### src/rtl/bmpt_pkg.sv
// ----------------------------------------------------------------------------
// bmpt_pkg
// Shared types, widths and codes of the biased mark position table unit.
// ----------------------------------------------------------------------------
package bmpt_pkg;

   localparam int SLOTS  = 32;
   localparam int SLOT_W = 5;
   localparam int CNT_W  = 6;
   localparam int GEN_W  = 16;
   localparam int POS_W  = 32;

   localparam logic [CNT_W-1:0] SLOTS_CNT = CNT_W'(SLOTS);
   localparam logic [GEN_W-1:0] GEN_MAX   = {GEN_W{1'b1}};

   // operation codes of an input item
   localparam logic [2:0] FN_ADD   = 3'd0;
   localparam logic [2:0] FN_DEL   = 3'd1;
   localparam logic [2:0] FN_QRY   = 3'd2;
   localparam logic [2:0] FN_REP   = 3'd3;
   localparam logic [2:0] FN_LIST  = 3'd4;
   localparam logic [2:0] FN_EINS  = 3'd5;
   localparam logic [2:0] FN_EDEL  = 3'd6;
   localparam logic [2:0] FN_BAD   = 3'd7;

   // result status codes
   localparam logic [2:0] ST_OK    = 3'd0;
   localparam logic [2:0] ST_DEAD  = 3'd1;
   localparam logic [2:0] ST_FULL  = 3'd2;
   localparam logic [2:0] ST_OVF   = 3'd3;
   localparam logic [2:0] ST_RANGE = 3'd4;
   localparam logic [2:0] ST_FUNC  = 3'd5;

   // datapath step codes
   localparam logic [4:0] OP_NONE    = 5'd0;
   localparam logic [4:0] OP_LOAD    = 5'd1;
   localparam logic [4:0] OP_STEP    = 5'd2;
   localparam logic [4:0] OP_ALLOC   = 5'd3;
   localparam logic [4:0] OP_AT      = 5'd4;
   localparam logic [4:0] OP_SHUP    = 5'd5;
   localparam logic [4:0] OP_PLACE   = 5'd6;
   localparam logic [4:0] OP_SHDN    = 5'd7;
   localparam logic [4:0] OP_SHRINK  = 5'd8;
   localparam logic [4:0] OP_FREE    = 5'd9;
   localparam logic [4:0] OP_REPOS   = 5'd10;
   localparam logic [4:0] OP_FIRST   = 5'd11;
   localparam logic [4:0] OP_OVCHK   = 5'd12;
   localparam logic [4:0] OP_RGSTART = 5'd13;
   localparam logic [4:0] OP_RGSTEP  = 5'd14;
   localparam logic [4:0] OP_COPY    = 5'd15;
   localparam logic [4:0] OP_MVSTART = 5'd16;
   localparam logic [4:0] OP_MVSTEP  = 5'd17;
   localparam logic [4:0] OP_DLSTEP  = 5'd18;
   localparam logic [4:0] OP_EMIT    = 5'd19;
   localparam logic [4:0] OP_LIST    = 5'd20;
   localparam logic [4:0] OP_FLUSH   = 5'd21;

   typedef struct packed {
      logic [2:0]       func;
      logic [4:0]       mark_id;
      logic [15:0]      mark_gen;
      logic [31:0]      position;
      logic             bias;
      logic [31:0]      edit_length;
      logic [31:0]      range_end;
   } req_type;

   typedef struct packed {
      logic [2:0]       status;
      logic [4:0]       out_id;
      logic [15:0]      out_gen;
      logic [31:0]      out_position;
      logic             found;
      logic             last;
   } rsp_type;

   typedef struct packed {
      logic [4:0]       op;
      logic             scan;
      logic [2:0]       code;
      logic             slot_rsp;
   } cmd_type;

   typedef struct packed {
      logic [2:0]       func;
      logic             handle_ok;
      logic             scan_end;
      logic             pos_gt_p;
      logic             pos_ge_p;
      logic             gt_rend;
      logic             lt_rend;
      logic             scan_bias;
      logic             scan_is_cur;
      logic             scan_ovf;
      logic             shift_done;
      logic             remove_last;
      logic             alloc_free;
      logic             alloc_new;
      logic             copy_done;
      logic             at_eq_end;
      logic             rsp_free;
      logic             pend_valid;
      logic             range_bad;
      logic             len_zero;
      logic             del_ovf;
   } stat_type;

endpackage

### src/rtl/biased_mark_position_table_unit.sv
// ----------------------------------------------------------------------------
// biased_mark_position_table_unit
// Table of up to 32 text marks kept sorted by position.
//
// An item enters on req_valid/req_ready and carries one operation: add,
// delete, query, reposition, range listing, edit insert or edit delete.
// Results leave on rsp_valid/rsp_ready; every item gives one result except
// a range listing with a valid range, which gives one per listed mark, the
// final one with last, or one empty result with last if none is listed.
// One item is worked on at a time and the order-list walk sets the rate:
// each pass takes one entry a cycle, except that a listing waits out every
// cycle in which a stalled receiver holds its previous result.
// Reset empties the table at once; no clearing pass is needed.
// The result sits in an output register; while the receiver stalls the next
// item is still taken, and its own result waits until that register frees.
// ----------------------------------------------------------------------------
module biased_mark_position_table_unit (
   input  logic              clock,
   input  logic              reset,
   input  logic              req_valid,
   output logic              req_ready,
   input  bmpt_pkg::req_type req_payload,
   output logic              rsp_valid,
   input  logic              rsp_ready,
   output bmpt_pkg::rsp_type rsp_payload
);

   bmpt_pkg::cmd_type  cmd;
   bmpt_pkg::stat_type stat;

   // sequencer
   bmpt_ctrl u_ctrl (
      .clock     (clock),
      .reset     (reset),
      .req_valid (req_valid),
      .req_ready (req_ready),
      .stat      (stat),
      .cmd       (cmd)
   );

   // storage and result register
   bmpt_dp u_dp (
      .clock       (clock),
      .reset       (reset),
      .req_payload (req_payload),
      .rsp_ready   (rsp_ready),
      .rsp_valid   (rsp_valid),
      .rsp_payload (rsp_payload),
      .cmd         (cmd),
      .stat        (stat)
   );

endmodule

### src/rtl/bmpt_dp.sv
// ----------------------------------------------------------------------------
// bmpt_dp
// Mark storage, order list, walk counters and result register.
// ----------------------------------------------------------------------------
module bmpt_dp (
   input  logic               clock,
   input  logic               reset,
   input  bmpt_pkg::req_type  req_payload,
   input  logic               rsp_ready,
   output logic               rsp_valid,
   output bmpt_pkg::rsp_type  rsp_payload,
   input  bmpt_pkg::cmd_type  cmd,
   output bmpt_pkg::stat_type stat
);

   localparam int SW = bmpt_pkg::SLOT_W;
   localparam int CW = bmpt_pkg::CNT_W;
   localparam int GW = bmpt_pkg::GEN_W;
   localparam int PW = bmpt_pkg::POS_W;

   // storage
   logic [PW-1:0]          pos_ff   [bmpt_pkg::SLOTS];
   logic                   bias_ff  [bmpt_pkg::SLOTS];
   logic [GW-1:0]          gen_ff   [bmpt_pkg::SLOTS];
   logic [CW-1:0]          nf_ff    [bmpt_pkg::SLOTS];
   logic [SW-1:0]          order_ff [bmpt_pkg::SLOTS];
   logic [SW-1:0]          tmp_ff   [bmpt_pkg::SLOTS];
   logic [bmpt_pkg::SLOTS-1:0] live_ff, live_in;

   logic [CW-1:0] used_ff, used_in, free_head_ff, free_head_in, count_ff, count_in;
   bmpt_pkg::req_type req_ff, req_in;
   logic [SW-1:0] cur_ff, cur_in;
   logic [CW-1:0] idx_ff, idx_in, mark_ff, mark_in, wr_ff, wr_in;
   logic [CW-1:0] tcnt_ff, tcnt_in, tj_ff, tj_in, eq_end_ff, eq_end_in;
   logic          eq_set_ff, eq_set_in;
   bmpt_pkg::rsp_type pend_ff, pend_in, rsp_ff, rsp_in;
   logic          pend_valid_ff, pend_valid_in, rsp_valid_ff, rsp_valid_in;

   // write ports
   logic          pos_we, bias_we, gen_we, nf_we, ord_we, tmp_we;
   logic [SW-1:0] pos_wa, gen_wa, nf_wa, ord_wa, tmp_wa;
   logic [PW-1:0] pos_in;
   logic          bias_in;
   logic [GW-1:0] gen_in;
   logic [CW-1:0] nf_in;
   logic [SW-1:0] ord_in, tmp_in;
   logic          rsp_load;

   // read side
   logic [CW-1:0] ord_ra_w;
   logic [SW-1:0] ord_ra, order_rd, slot_ra, alloc_slot;
   logic [PW-1:0] sp;
   logic          sb, sl;
   logic [GW-1:0] sg;
   logic [PW:0]   end_sum;
   logic          moves;

   // one order read and one slot read per cycle
   always_comb begin
      unique case (cmd.op)
         bmpt_pkg::OP_SHUP: ord_ra_w = wr_ff - CW'(1);
         bmpt_pkg::OP_SHDN: ord_ra_w = idx_ff + CW'(1);
         default:           ord_ra_w = idx_ff;
      endcase
      ord_ra   = ord_ra_w[SW-1:0];
      order_rd = order_ff[ord_ra];
      slot_ra  = cmd.scan ? order_rd : cur_ff;
      sp       = pos_ff[slot_ra];
      sb       = bias_ff[slot_ra];
      sg       = gen_ff[slot_ra];
      sl       = live_ff[slot_ra];
      end_sum  = {1'b0, req_ff.position} + {1'b0, req_ff.edit_length};
      moves    = (sp > req_ff.position) || sb;
   end

   // status towards the controller
   always_comb begin
      stat.func        = req_ff.func;
      stat.handle_ok   = ({1'b0, req_ff.mark_id} < used_ff) && sl
                         && (sg == req_ff.mark_gen[GW-1:0]);
      stat.scan_end    = idx_ff == count_ff;
      stat.pos_gt_p    = sp > req_ff.position;
      stat.pos_ge_p    = sp >= req_ff.position;
      stat.gt_rend     = sp > req_ff.range_end;
      stat.lt_rend     = sp < req_ff.range_end;
      stat.scan_bias   = sb;
      stat.scan_is_cur = order_rd == cur_ff;
      stat.scan_ovf    = moves && (sp > ~req_ff.edit_length);
      stat.shift_done  = wr_ff == mark_ff;
      stat.remove_last = ({1'b0, idx_ff} + (CW+1)'(1)) >= {1'b0, count_ff};
      stat.alloc_free  = free_head_ff < bmpt_pkg::SLOTS_CNT;
      stat.alloc_new   = used_ff < bmpt_pkg::SLOTS_CNT;
      stat.copy_done   = tj_ff == tcnt_ff;
      stat.at_eq_end   = idx_ff == eq_end_ff;
      stat.rsp_free    = !rsp_valid_ff || rsp_ready;
      stat.pend_valid  = pend_valid_ff;
      stat.range_bad   = req_ff.position > req_ff.range_end;
      stat.len_zero    = req_ff.edit_length == '0;
      stat.del_ovf     = req_ff.edit_length > ~req_ff.position;
   end

   assign alloc_slot = (free_head_ff < bmpt_pkg::SLOTS_CNT) ? free_head_ff[SW-1:0]
                                                            : used_ff[SW-1:0];

   // step execution
   always_comb begin
      req_in        = req_ff;
      cur_in        = cur_ff;
      idx_in        = idx_ff;
      mark_in       = mark_ff;
      wr_in         = wr_ff;
      tcnt_in       = tcnt_ff;
      tj_in         = tj_ff;
      eq_end_in     = eq_end_ff;
      eq_set_in     = eq_set_ff;
      pend_in       = pend_ff;
      pend_valid_in = pend_valid_ff;
      rsp_in        = rsp_ff;
      rsp_load      = 1'b0;
      used_in       = used_ff;
      free_head_in  = free_head_ff;
      count_in      = count_ff;
      live_in       = live_ff;
      pos_we = 1'b0; pos_wa = slot_ra; pos_in = req_ff.position;
      bias_we = 1'b0; bias_in = req_ff.bias;
      gen_we = 1'b0; gen_wa = cur_ff; gen_in = GW'(1);
      nf_we = 1'b0; nf_wa = cur_ff; nf_in = bmpt_pkg::SLOTS_CNT;
      ord_we = 1'b0; ord_wa = wr_ff[SW-1:0]; ord_in = order_rd;
      tmp_we = 1'b0; tmp_wa = tcnt_ff[SW-1:0]; tmp_in = order_rd;
      unique case (cmd.op)
         bmpt_pkg::OP_LOAD: begin
            req_in        = req_payload;
            cur_in        = req_payload.mark_id;
            idx_in        = '0;
            tcnt_in       = '0;
            tj_in         = '0;
            eq_set_in     = 1'b0;
            pend_valid_in = 1'b0;
         end
         bmpt_pkg::OP_STEP: idx_in = idx_ff + CW'(1);
         bmpt_pkg::OP_ALLOC: begin
            if (free_head_ff < bmpt_pkg::SLOTS_CNT) begin
               free_head_in = nf_ff[alloc_slot];
            end else begin
               used_in = used_ff + CW'(1);
               gen_we  = 1'b1;
               gen_wa  = alloc_slot;
            end
            pos_we  = 1'b1;
            pos_wa  = alloc_slot;
            bias_we = 1'b1;
            live_in[alloc_slot] = 1'b1;
            nf_we   = 1'b1;
            nf_wa   = alloc_slot;
            cur_in  = alloc_slot;
            idx_in  = '0;
         end
         bmpt_pkg::OP_AT: begin
            mark_in = idx_ff;
            wr_in   = count_ff;
         end
         bmpt_pkg::OP_SHUP: begin
            ord_we = 1'b1;
            wr_in  = wr_ff - CW'(1);
         end
         bmpt_pkg::OP_PLACE: begin
            ord_we   = 1'b1;
            ord_wa   = mark_ff[SW-1:0];
            ord_in   = cur_ff;
            count_in = count_ff + CW'(1);
         end
         bmpt_pkg::OP_SHDN: begin
            ord_we = 1'b1;
            ord_wa = idx_ff[SW-1:0];
            idx_in = idx_ff + CW'(1);
         end
         bmpt_pkg::OP_SHRINK: count_in = count_ff - CW'(1);
         bmpt_pkg::OP_FREE: begin
            live_in[cur_ff] = 1'b0;
            nf_we = 1'b1;
            if (sg != bmpt_pkg::GEN_MAX) begin
               gen_we       = 1'b1;
               gen_in       = sg + GW'(1);
               nf_in        = free_head_ff;
               free_head_in = {1'b0, cur_ff};
            end
         end
         bmpt_pkg::OP_REPOS: begin
            pos_we = 1'b1;
            pos_wa = cur_ff;
            idx_in = '0;
         end
         bmpt_pkg::OP_FIRST: begin
            mark_in = idx_ff;
            wr_in   = idx_ff;
         end
         bmpt_pkg::OP_OVCHK: begin
            if (!eq_set_ff && (sp > req_ff.position)) begin
               eq_end_in = idx_ff;
               eq_set_in = 1'b1;
            end
            idx_in = idx_ff + CW'(1);
         end
         bmpt_pkg::OP_RGSTART: begin
            idx_in = mark_ff;
            if (!eq_set_ff) eq_end_in = count_ff;
         end
         bmpt_pkg::OP_RGSTEP: begin
            if (!sb) begin
               ord_we = 1'b1;
               wr_in  = wr_ff + CW'(1);
            end else begin
               tmp_we  = 1'b1;
               tcnt_in = tcnt_ff + CW'(1);
            end
            idx_in = idx_ff + CW'(1);
         end
         bmpt_pkg::OP_COPY: begin
            ord_we = 1'b1;
            ord_in = tmp_ff[tj_ff[SW-1:0]];
            wr_in  = wr_ff + CW'(1);
            tj_in  = tj_ff + CW'(1);
         end
         bmpt_pkg::OP_MVSTART: idx_in = mark_ff;
         bmpt_pkg::OP_MVSTEP: begin
            pos_we = moves;
            pos_in = sp + req_ff.edit_length;
            idx_in = idx_ff + CW'(1);
         end
         bmpt_pkg::OP_DLSTEP: begin
            pos_we = 1'b1;
            pos_in = ({1'b0, sp} < end_sum) ? req_ff.position : sp - req_ff.edit_length;
            idx_in = idx_ff + CW'(1);
         end
         bmpt_pkg::OP_EMIT: begin
            rsp_load = 1'b1;
            rsp_in.status       = cmd.code;
            rsp_in.out_id       = cmd.slot_rsp ? cur_ff : '0;
            rsp_in.out_gen      = cmd.slot_rsp ? sg : '0;
            rsp_in.out_position = cmd.slot_rsp ? sp : '0;
            rsp_in.found        = cmd.slot_rsp;
            rsp_in.last         = 1'b1;
         end
         bmpt_pkg::OP_LIST: begin
            pend_in.status       = bmpt_pkg::ST_OK;
            pend_in.out_id       = order_rd;
            pend_in.out_gen      = sg;
            pend_in.out_position = sp - req_ff.position;
            pend_in.found        = 1'b1;
            pend_in.last         = 1'b0;
            pend_valid_in        = 1'b1;
            if (pend_valid_ff) begin
               rsp_load = 1'b1;
               rsp_in   = pend_ff;
            end
            idx_in = idx_ff + CW'(1);
         end
         bmpt_pkg::OP_FLUSH: begin
            rsp_load = 1'b1;
            if (pend_valid_ff) begin
               rsp_in      = pend_ff;
               rsp_in.last = 1'b1;
            end else begin
               rsp_in = '{status: bmpt_pkg::ST_OK, out_id: '0, out_gen: '0,
                          out_position: '0, found: 1'b0, last: 1'b1};
            end
            pend_valid_in = 1'b0;
         end
         default: ;
      endcase
      rsp_valid_in = rsp_load || (rsp_valid_ff && !rsp_ready);
   end

   // control registers
   always_ff @(posedge clock) begin
      if (reset) begin
         live_ff       <= '0;
         used_ff       <= '0;
         free_head_ff  <= bmpt_pkg::SLOTS_CNT;
         count_ff      <= '0;
         rsp_valid_ff  <= 1'b0;
         pend_valid_ff <= 1'b0;
      end else begin
         live_ff       <= live_in;
         used_ff       <= used_in;
         free_head_ff  <= free_head_in;
         count_ff      <= count_in;
         rsp_valid_ff  <= rsp_valid_in;
         pend_valid_ff <= pend_valid_in;
      end
   end

   // payload registers and tables
   always_ff @(posedge clock) begin
      req_ff    <= req_in;
      cur_ff    <= cur_in;
      idx_ff    <= idx_in;
      mark_ff   <= mark_in;
      wr_ff     <= wr_in;
      tcnt_ff   <= tcnt_in;
      tj_ff     <= tj_in;
      eq_end_ff <= eq_end_in;
      eq_set_ff <= eq_set_in;
      pend_ff   <= pend_in;
      rsp_ff    <= rsp_in;
      if (pos_we)  pos_ff[pos_wa]    <= pos_in;
      if (bias_we) bias_ff[pos_wa]   <= bias_in;
      if (gen_we)  gen_ff[gen_wa]    <= gen_in;
      if (nf_we)   nf_ff[nf_wa]      <= nf_in;
      if (ord_we)  order_ff[ord_wa]  <= ord_in;
      if (tmp_we)  tmp_ff[tmp_wa]    <= tmp_in;
   end

   assign rsp_valid   = rsp_valid_ff;
   assign rsp_payload = rsp_ff;

endmodule

### src/rtl/bmpt_ctrl.sv
// ----------------------------------------------------------------------------
// bmpt_ctrl
// Sequencer that walks the order list one entry a cycle for the operations that need a walk.
// ----------------------------------------------------------------------------
module bmpt_ctrl (
   input  logic               clock,
   input  logic               reset,
   input  logic               req_valid,
   output logic               req_ready,
   input  bmpt_pkg::stat_type stat,
   output bmpt_pkg::cmd_type  cmd
);

   localparam logic [3:0] S_IDLE  = 4'd0;
   localparam logic [3:0] S_DISP  = 4'd1;
   localparam logic [3:0] S_INS   = 4'd2;
   localparam logic [3:0] S_SHUP  = 4'd3;
   localparam logic [3:0] S_RMF   = 4'd4;
   localparam logic [3:0] S_RMS   = 4'd5;
   localparam logic [3:0] S_FREE  = 4'd6;
   localparam logic [3:0] S_REPOS = 4'd7;
   localparam logic [3:0] S_LB    = 4'd8;
   localparam logic [3:0] S_LIST  = 4'd9;
   localparam logic [3:0] S_FLUSH = 4'd10;
   localparam logic [3:0] S_OVC   = 4'd11;
   localparam logic [3:0] S_RG    = 4'd12;
   localparam logic [3:0] S_CP    = 4'd13;
   localparam logic [3:0] S_WALK  = 4'd14;
   localparam logic [3:0] S_EMIT  = 4'd15;

   logic [3:0] state_ff, state_in;
   logic [2:0] code_ff, code_in;
   logic       slot_ff, slot_in;
   logic [3:0] after_rm;

   assign after_rm = (stat.func == bmpt_pkg::FN_DEL) ? S_FREE : S_REPOS;

   always_comb begin
      state_in     = state_ff;
      code_in      = code_ff;
      slot_in      = slot_ff;
      cmd.op       = bmpt_pkg::OP_NONE;
      cmd.scan     = 1'b0;
      cmd.code     = code_ff;
      cmd.slot_rsp = slot_ff;
      req_ready    = 1'b0;
      unique case (state_ff)
         S_IDLE: begin
            req_ready = 1'b1;
            if (req_valid) begin
               cmd.op   = bmpt_pkg::OP_LOAD;
               state_in = S_DISP;
            end
         end
         // decode the item and run the checks that need no walk
         S_DISP: begin
            code_in  = bmpt_pkg::ST_OK;
            slot_in  = 1'b0;
            state_in = S_EMIT;
            unique case (stat.func)
               bmpt_pkg::FN_ADD: begin
                  if (stat.alloc_free || stat.alloc_new) begin
                     cmd.op   = bmpt_pkg::OP_ALLOC;
                     state_in = S_INS;
                  end else begin
                     code_in = bmpt_pkg::ST_FULL;
                  end
               end
               bmpt_pkg::FN_DEL, bmpt_pkg::FN_REP: begin
                  if (stat.handle_ok) state_in = S_RMF;
                  else code_in = bmpt_pkg::ST_DEAD;
               end
               bmpt_pkg::FN_QRY: begin
                  if (stat.handle_ok) slot_in = 1'b1;
                  else code_in = bmpt_pkg::ST_DEAD;
               end
               bmpt_pkg::FN_LIST: begin
                  if (stat.range_bad) code_in = bmpt_pkg::ST_RANGE;
                  else state_in = S_LB;
               end
               bmpt_pkg::FN_EINS: begin
                  if (!stat.len_zero) state_in = S_LB;
               end
               bmpt_pkg::FN_EDEL: begin
                  if (stat.del_ovf && !stat.len_zero) code_in = bmpt_pkg::ST_OVF;
                  else if (!stat.len_zero) state_in = S_LB;
               end
               default: code_in = bmpt_pkg::ST_FUNC;
            endcase
         end
         // find the slot after the marks at the same position
         S_INS: begin
            cmd.scan = 1'b1;
            if (stat.scan_end || stat.pos_gt_p) begin
               cmd.op   = bmpt_pkg::OP_AT;
               state_in = S_SHUP;
            end else begin
               cmd.op = bmpt_pkg::OP_STEP;
            end
         end
         S_SHUP: begin
            if (stat.shift_done) begin
               cmd.op   = bmpt_pkg::OP_PLACE;
               code_in  = bmpt_pkg::ST_OK;
               slot_in  = 1'b1;
               state_in = S_EMIT;
            end else begin
               cmd.op = bmpt_pkg::OP_SHUP;
            end
         end
         // take the mark out of the order list
         S_RMF: begin
            cmd.scan = 1'b1;
            if (stat.scan_end) state_in = after_rm;
            else if (stat.scan_is_cur) state_in = S_RMS;
            else cmd.op = bmpt_pkg::OP_STEP;
         end
         S_RMS: begin
            if (stat.remove_last) begin
               cmd.op   = bmpt_pkg::OP_SHRINK;
               state_in = after_rm;
            end else begin
               cmd.op = bmpt_pkg::OP_SHDN;
            end
         end
         S_FREE: begin
            cmd.op   = bmpt_pkg::OP_FREE;
            state_in = S_EMIT;
         end
         S_REPOS: begin
            cmd.op   = bmpt_pkg::OP_REPOS;
            state_in = S_INS;
         end
         // first entry at or after the position
         S_LB: begin
            cmd.scan = 1'b1;
            if (stat.scan_end || stat.pos_ge_p) begin
               cmd.op = bmpt_pkg::OP_FIRST;
               unique case (stat.func)
                  bmpt_pkg::FN_LIST: state_in = S_LIST;
                  bmpt_pkg::FN_EINS: state_in = S_OVC;
                  default:           state_in = S_WALK;
               endcase
            end else begin
               cmd.op = bmpt_pkg::OP_STEP;
            end
         end
         // listing holds one item back to know which is last
         S_LIST: begin
            cmd.scan = 1'b1;
            if (stat.scan_end || stat.gt_rend) begin
               state_in = S_FLUSH;
            end else if (stat.lt_rend || !stat.scan_bias) begin
               if (!stat.pend_valid || stat.rsp_free) cmd.op = bmpt_pkg::OP_LIST;
            end else begin
               cmd.op = bmpt_pkg::OP_STEP;
            end
         end
         S_FLUSH: begin
            if (stat.rsp_free) begin
               cmd.op   = bmpt_pkg::OP_FLUSH;
               state_in = S_IDLE;
            end
         end
         // insertion: overflow check, regroup, copy right-bias, move
         S_OVC: begin
            cmd.scan = 1'b1;
            if (stat.scan_end) begin
               cmd.op   = bmpt_pkg::OP_RGSTART;
               state_in = S_RG;
            end else if (stat.scan_ovf) begin
               code_in  = bmpt_pkg::ST_OVF;
               state_in = S_EMIT;
            end else begin
               cmd.op = bmpt_pkg::OP_OVCHK;
            end
         end
         S_RG: begin
            cmd.scan = 1'b1;
            if (stat.at_eq_end) state_in = S_CP;
            else cmd.op = bmpt_pkg::OP_RGSTEP;
         end
         S_CP: begin
            if (stat.copy_done) begin
               cmd.op   = bmpt_pkg::OP_MVSTART;
               state_in = S_WALK;
            end else begin
               cmd.op = bmpt_pkg::OP_COPY;
            end
         end
         // shift positions of the tail for either edit
         S_WALK: begin
            cmd.scan = 1'b1;
            if (stat.scan_end) begin
               state_in = S_EMIT;
            end else if (stat.func == bmpt_pkg::FN_EINS) begin
               cmd.op = bmpt_pkg::OP_MVSTEP;
            end else begin
               cmd.op = bmpt_pkg::OP_DLSTEP;
            end
         end
         S_EMIT: begin
            if (stat.rsp_free) begin
               cmd.op   = bmpt_pkg::OP_EMIT;
               state_in = S_IDLE;
            end
         end
         default: state_in = S_IDLE;
      endcase
   end

   always_ff @(posedge clock) begin
      if (reset) begin
         state_ff <= S_IDLE;
         code_ff  <= bmpt_pkg::ST_OK;
         slot_ff  <= 1'b0;
      end else begin
         state_ff <= state_in;
         code_ff  <= code_in;
         slot_ff  <= slot_in;
      end
   end

endmodule
### config.mk
export PLATFORM = sky130hd
export DESIGN_NAME = biased_mark_position_table_unit
export DESIGN_NICKNAME = d
export VERILOG_FILES = /design/src/rtl/bmpt_pkg.sv /design/src/rtl/biased_mark_position_table_unit.sv /design/src/rtl/bmpt_dp.sv /design/src/rtl/bmpt_ctrl.sv
export SDC_FILE = /design/constraint.sdc
export NUM_CORES = 2
export LEC_CHECK = 0
export ABC_CLOCK_PERIOD_IN_PS = 33100
export BUFFER_PORTS_ARGS = -buffer_cell sky130_fd_sc_hd__buf_4
export CAP_MARGIN = 20
export CORE_MARGIN = 5
export CORE_UTILIZATION = 40
export CTS_BUF_LIST = sky130_fd_sc_hd__clkbuf_8
export DETAILED_ROUTE_END_ITERATION = 8
export GPL_TIMING_DRIVEN = 0
export PLACE_DENSITY = 0.6
export SETUP_SLACK_MARGIN = 0.15
export SLEW_MARGIN = 40
export SYNTH_ARGS = -nofsm -noshare
export SYNTH_HDL_FRONTEND = slang
export SYNTH_HIERARCHICAL = 1
export SYNTH_SLANG_ARGS = --single-unit
### constraint.sdc
create_clock -name clock -period 33.1 [get_ports clock]
set_input_delay 1.655 -clock clock [delete_from_list [all_inputs] [get_ports clock]]
set_output_delay 1.655 -clock clock [all_outputs]
set_load 0.03 [all_outputs]
Word level (Yosys, flattened, before mapping)
Memories as Yosys holds them, arrays and structs flattened. A register that Yosys moved wholly into a read port is not among the register bits.
Cells that the tools add are included.
{"block": "totals", "reg_bits": 334, "mem_bits_rw": 2080, "input_bits": 125, "out_inout_bits": 60, "word_cells": 337, "memories": 6}
{"block": "op_classes", "n_addsub": 14, "n_lt_le_gt_ge": 17, "n_eq_ne": 70, "muxes": 129, "bitwise": 6, "reduce_logical": 62}
{"memory": "u_dp.pos_ff", "words": 32, "word_bits": 32, "read_ports": 1, "rd_ports_with_merged_regs": 0, "write_ports": 1, "line_no": "bmpt_dp.sv:22", "rtl": "logic [PW-1:0] pos_ff [bmpt_pkg::SLOTS];"}
{"memory": "u_dp.gen_ff", "words": 32, "word_bits": 16, "read_ports": 1, "rd_ports_with_merged_regs": 0, "write_ports": 1, "line_no": "bmpt_dp.sv:24", "rtl": "logic [GW-1:0] gen_ff [bmpt_pkg::SLOTS];"}
{"memory": "u_dp.nf_ff", "words": 32, "word_bits": 6, "read_ports": 1, "rd_ports_with_merged_regs": 0, "write_ports": 1, "line_no": "bmpt_dp.sv:25", "rtl": "logic [CW-1:0] nf_ff [bmpt_pkg::SLOTS];"}
{"memory": "u_dp.order_ff", "words": 32, "word_bits": 5, "read_ports": 1, "rd_ports_with_merged_regs": 0, "write_ports": 1, "line_no": "bmpt_dp.sv:26", "rtl": "logic [SW-1:0] order_ff [bmpt_pkg::SLOTS];"}
{"memory": "u_dp.tmp_ff", "words": 32, "word_bits": 5, "read_ports": 1, "rd_ports_with_merged_regs": 1, "write_ports": 1, "line_no": "bmpt_dp.sv:27", "rtl": "logic [SW-1:0] tmp_ff [bmpt_pkg::SLOTS];"}
{"memory": "u_dp.bias_ff", "words": 32, "word_bits": 1, "read_ports": 1, "rd_ports_with_merged_regs": 0, "write_ports": 1, "line_no": "bmpt_dp.sv:23", "rtl": "logic bias_ff [bmpt_pkg::SLOTS];"}
{"cell": "case mux 58 bit (3 select lines)", "count": 1}
{"cell": "> comparator 32 bit", "count": 5}
{"cell": "case mux 32 bit (2 select lines)", "count": 2}
{"cell": "NOT 32 bit", "count": 3}
{"cell": "2-to-1 mux 5 bit", "count": 17}
{"cell": "2-to-1 mux 4 bit", "count": 21}
{"cell": "case mux 5 bit (16 select lines)", "count": 1}
{"cell": "2-to-1 mux 32 bit", "count": 2}
{"cell": "subtractor 32 bit", "count": 2}
{"cell": "case mux 4 bit (15 select lines)", "count": 1}
{"cell": "case mux 6 bit (2 select lines)", "count": 5}
{"cell": "2-to-1 mux 58 bit", "count": 1}
{"cell": "2-to-1 mux 55 bit", "count": 1}
{"cell": "case mux 5 bit (2 select lines)", "count": 5}
{"cell": "2-to-1 mux 16 bit", "count": 3}
{"cell": "2-to-1 mux 6 bit", "count": 8}
{"cell": "== test 5 x 4 -> 1 bit, second input constant", "count": 8}
{"cell": "adder 6 x 1 -> 6 bit, second input constant", "count": 6}
{"cell": "adder 32 x 32 -> 33 bit", "count": 1}
{"cell": "< comparator 32 x 33 -> 1 bit", "count": 1}
{"cell": "adder 32 bit", "count": 1}
{"cell": "AND 32 bit", "count": 1}
{"cell": "== test 4 bit, second input constant", "count": 8}
{"cell": "greater-or-equal comparator 32 bit", "count": 1}
{"cell": "57 further kinds", "count": 193}

Cells and area by module
The synthesis kept the hierarchy.
{"mod": "bmpt_dp", "n_inst": 1, "cells_per_inst": 7013, "area_per_inst_um2": 106136.8, "seq_area_each_um2": 71828.9}
{"mod": "bmpt_ctrl", "n_inst": 1, "cells_per_inst": 189, "area_per_inst_um2": 1234.9, "seq_area_each_um2": 160.2}

Worst setup path before layout
OpenSTA, ideal clock, no wires.
{"block": "synth_timing", "path_kind": "input to register", "from": "in rsp_ready", "to": "mem u_dp/pos_ff[0][27] (netlist name), data pin", "setup_time_ps": 454, "arrival_time_ps": 26384, "required_time_ps": 32646, "path_slack_ps": 6262, "stages": 137, "path_buffers": 29, "cell_sequence": "nand2b_1 -> nand4_1 -> nand2_1 -> buf_6 -> nand4bb_1 -> buf_4 -> buf_6 -> buf_2 -> a21oi_1 -> buf_2 -> nand2_1 -> or4_1 -> a41oi_2 -> nor2_2 -> buf_6 -> buf_12 -> mux4_2 -> mux2i_1 -> [... 101 more ...] -> nand3_1 -> o211ai_1 -> o21ai_0 -> ha_1 -> a21oi_1 -> o21bai_1 -> a21o_1 -> a31o_2 -> a311oi_1 -> o31ai_1 -> a21oi_1 -> o21bai_1 -> a31o_2 -> o21a_1 -> a21oi_1 -> xnor2_1 -> mux2i_1 -> o21ai_0"}
{"element": "start, declared", "line_no": "biased_mark_position_table_unit.sv:24", "rtl": "input logic rsp_ready,"}
{"element": "end, declared", "line_no": "bmpt_dp.sv:22"}

==> flow_metrics.tcl <==
set metrics [dict create \
    layout_setup_ws_ns 0.430 \
    path_common_cell "buf_4" \
    overflow 0 \
    dieArea_sq_um 279000 \
    wl_microns 339000 \
    slew_headroom 0.365 \
    firstDrtPassIters 6 \
    yosysTopAreaCell "edfxtp_1" \
    wl_per_cell_microns 28.4 \
    end_kind "register" \
    coreArea_sq_um 268000 \
    synth_cells 7202 \
    cap_violations 0 \
    slowest_delay_ns 0.63 \
    period_minus_slack_ns 32.67 \
    post-route-drc-count 0 \
    port_buffers 183 \
    fin_crit_sh 0.987 \
    clockBufferDepth 4 \
    grt_usage 0.236 \
    dpl_worst_slack_ns -7.26 \
    grt_pass1_wl_microns 485000 \
    drt-vias-per-instance 5.88 \
    finalHoldViolCount 0 \
    place.gp.congestion 0.923 \
    skew_ns 0.110 \
    yosysMostFrequentCell "edfxtp_1" \
    die_h_microns 528 \
    clock_latency_ns 1.05 \
    syn_area_sq_um 107000 \
    cp_slowest_cell "or4_1" \
    status "finished, final reports clean" \
    cts_buffers 392 \
    netlist.area_leader.share 0.658 \
    initial_core_util 0.401 \
    ctsHoldBuffers 0 \
    syn_avg_cell_area_sq_um 14.9 \
    nFillCells 23200 \
    worst_slew_pin_slew_ns 0.942 \
    worstPathArrival_ns 33.44 \
    async_flop_share 0 \
    hold_path.class "register to register" \
    row_count 190 \
    htreeDepth 5 \
    layout.nets 8454 \
    synthTopCellsByArea "edfxtp_1 66%, mux4_2 8.6%, ha_1 2.9%" \
    ys_ff_latch 2419 \
    grt_max_degree 49 \
    path_clk_slew_ns 0.06 \
    start_kind "input port" \
    drt-initial-drc-count 8383 \
    cts.root.buffer_cell "clkbuf_8" \
    worstSetupPathType "input port to register" \
    clock-sinks 2419 \
    dieWidth_microns 528 \
    fin_tns_setup_ns 0 \
    grt_pass1_vias 69300 \
    synthFlopType "edfxtp_1" \
    rrSetupSlack_ns 0.68 \
    place_hpwl_microns 245000 \
    yosys-top-cells-count "2354 x edfxtp_1, 671 x nand2_1, 583 x nor2_1" \
    slew_viol_final 0 \
    antenna_found_initial 11 \
    via_count 70200 \
    path_max_fanout 19 \
    syn_nets 7581 \
    yosysWarnings 6 \
    ys_types 112 \
    cp.required_ns 33.87 \
    timing.fmax_ghz 0.0306 \
    tritoncts "done" \
    area_growth_pct 17.0 \
    setup_viol 0 \
    synth-edff-count 2354 \
    ios 185 \
    drive_gt1_frac 0.234 \
    final_antenna_net_count 0 \
    rsz0062_at_grt "false" \
    yosysSeqAreaShare 0.670 \
]
[kinds of logic after synthesis]
logic type | count (synthesis) | synth area share
mux | 500 | 0.0948
flops | 2419 | 0.670
compound gates | 1261 | 0.0805
fa+ha+maj | 254 | 0.0299
simple gates | 2022 | 0.0873
xor+xnor | 147 | 0.0120
buf+inv | 599 | 0.0251
[metal layers]
metal,part of all wire,global-route usage
met1,0.40,0.319
met2,0.47,0.386
met3,0.085,0.0408
met4,0.042,0.0875
met5,0,0
[through the flow]
step,cells,instance area [sq um],hold WS [ns],utilization
after floorplan,7202,107000,0.424,-
after global placement,10900,113000,0.432,0.423
after detailed placement,11200,118000,0.446,0.439
after CTS,11900,125000,0.449,0.468
after global routing,11900,126000,0.473,0.469
final,11900,126000,0.464,0.469
[layout by cell type (no fill, tap or decap), types with 37 or more instances in the layout]
cell and n:
nor2b_1 51, clkinv_1 93, a211oi_1 64, mux2i_1 68, clkbuf_8 408, buf_6 43
a21o_1 83, nand3_1 229, nor2_1 538, nor3_2 40, buf_8 71, inv_1 325
clkbuf_2 58, a221oi_1 74, and3_1 66, edfxtp_1 2354, nor3_1 79, buf_4 338
a22oi_1 37, a31oi_1 49, o211ai_1 66, clkinv_2 40, ha_1 249, buf_2 161
xor2_1 64, nand2_1 666, mux4_2 411, nand2b_1 59, o21ai_0 167, a21oi_1 263
dfxtp_1 65, a22o_1 62, clkbuf_1 127, xnor2_1 83, nand4_1 59
[registers in the layout (all words and copies together), names as in the netlist, 32 cells and up, named ones only]
| register | count |
|---|---|
| u_dp/bias_ff | 32 |
| u_dp/nf_ff | 192 |
| u_dp/live_ff | 32 |
| u_dp/tmp_ff | 160 |
| u_dp/gen_ff | 512 |
| u_dp/rsp_payload | 58 |
| u_dp/pos_ff | 1024 |
| u_dp/order_ff | 160 |
| u_dp/req_ff | 117 |
| u_dp/pend_ff | 53 |
[final timing paths]
kind                                   start  cells past startpoint                      endpoint
max reg2reg  u_ctrl/state_ff[1]$_SDFFE_PP0P_                    147  u_dp/pos_ff[8][30]$_DFFE_PP_
min reg2reg         u_dp/idx_ff[5]$_DFFE_PP_                      0     u_dp/mark_ff[5]$_DFFE_PP_
max                                rsp_ready                    146  u_dp/pos_ff[8][30]$_DFFE_PP_
min                 u_dp/idx_ff[5]$_DFFE_PP_                      0     u_dp/mark_ff[5]$_DFFE_PP_
[critical path, delay by kind of cell]
family | cells | cell delay (ns)
AOI/OAI and AO/OA | 53 | 11.47
xor gates and xnor gates | 1 | 0.15
adders and majority gates | 3 | 1.01
buffers and inverters | 42 | 8.53
muxes | 10 | 2.58
and+or+nand+nor | 37 | 7.69
[repair_timing]
action,4_1_cts,5_1_grt
gates resized for setup,96,80
pin swaps,9,10
setup endpoints to repair,3403,1055
setup buffers,12,11
hold endpoints to repair,0,0
cloned,0,1
[area by class of cell]
class | count | area, sq um | share of cell area
Timing Repair Buffer | 481 | 4750 | 0.0378
Tap cell | 3552 | 4440 | 0.0354
Clock inverter | 286 | 1540 | 0.0123
Multi-Input combinational cell | 4185 | 34300 | 0.273
Inverter | 209 | 790 | 0.00629
Sequential cell | 2419 | 72000 | 0.573
Clock buffer | 408 | 5620 | 0.0447
Antenna cell | 6 | 15.0 | 0.000120
Buffer | 387 | 2120 | 0.0169
Power is not shown: default switching activity piles up to over one toggle a cycle in this logic, so the estimate is an artifact.
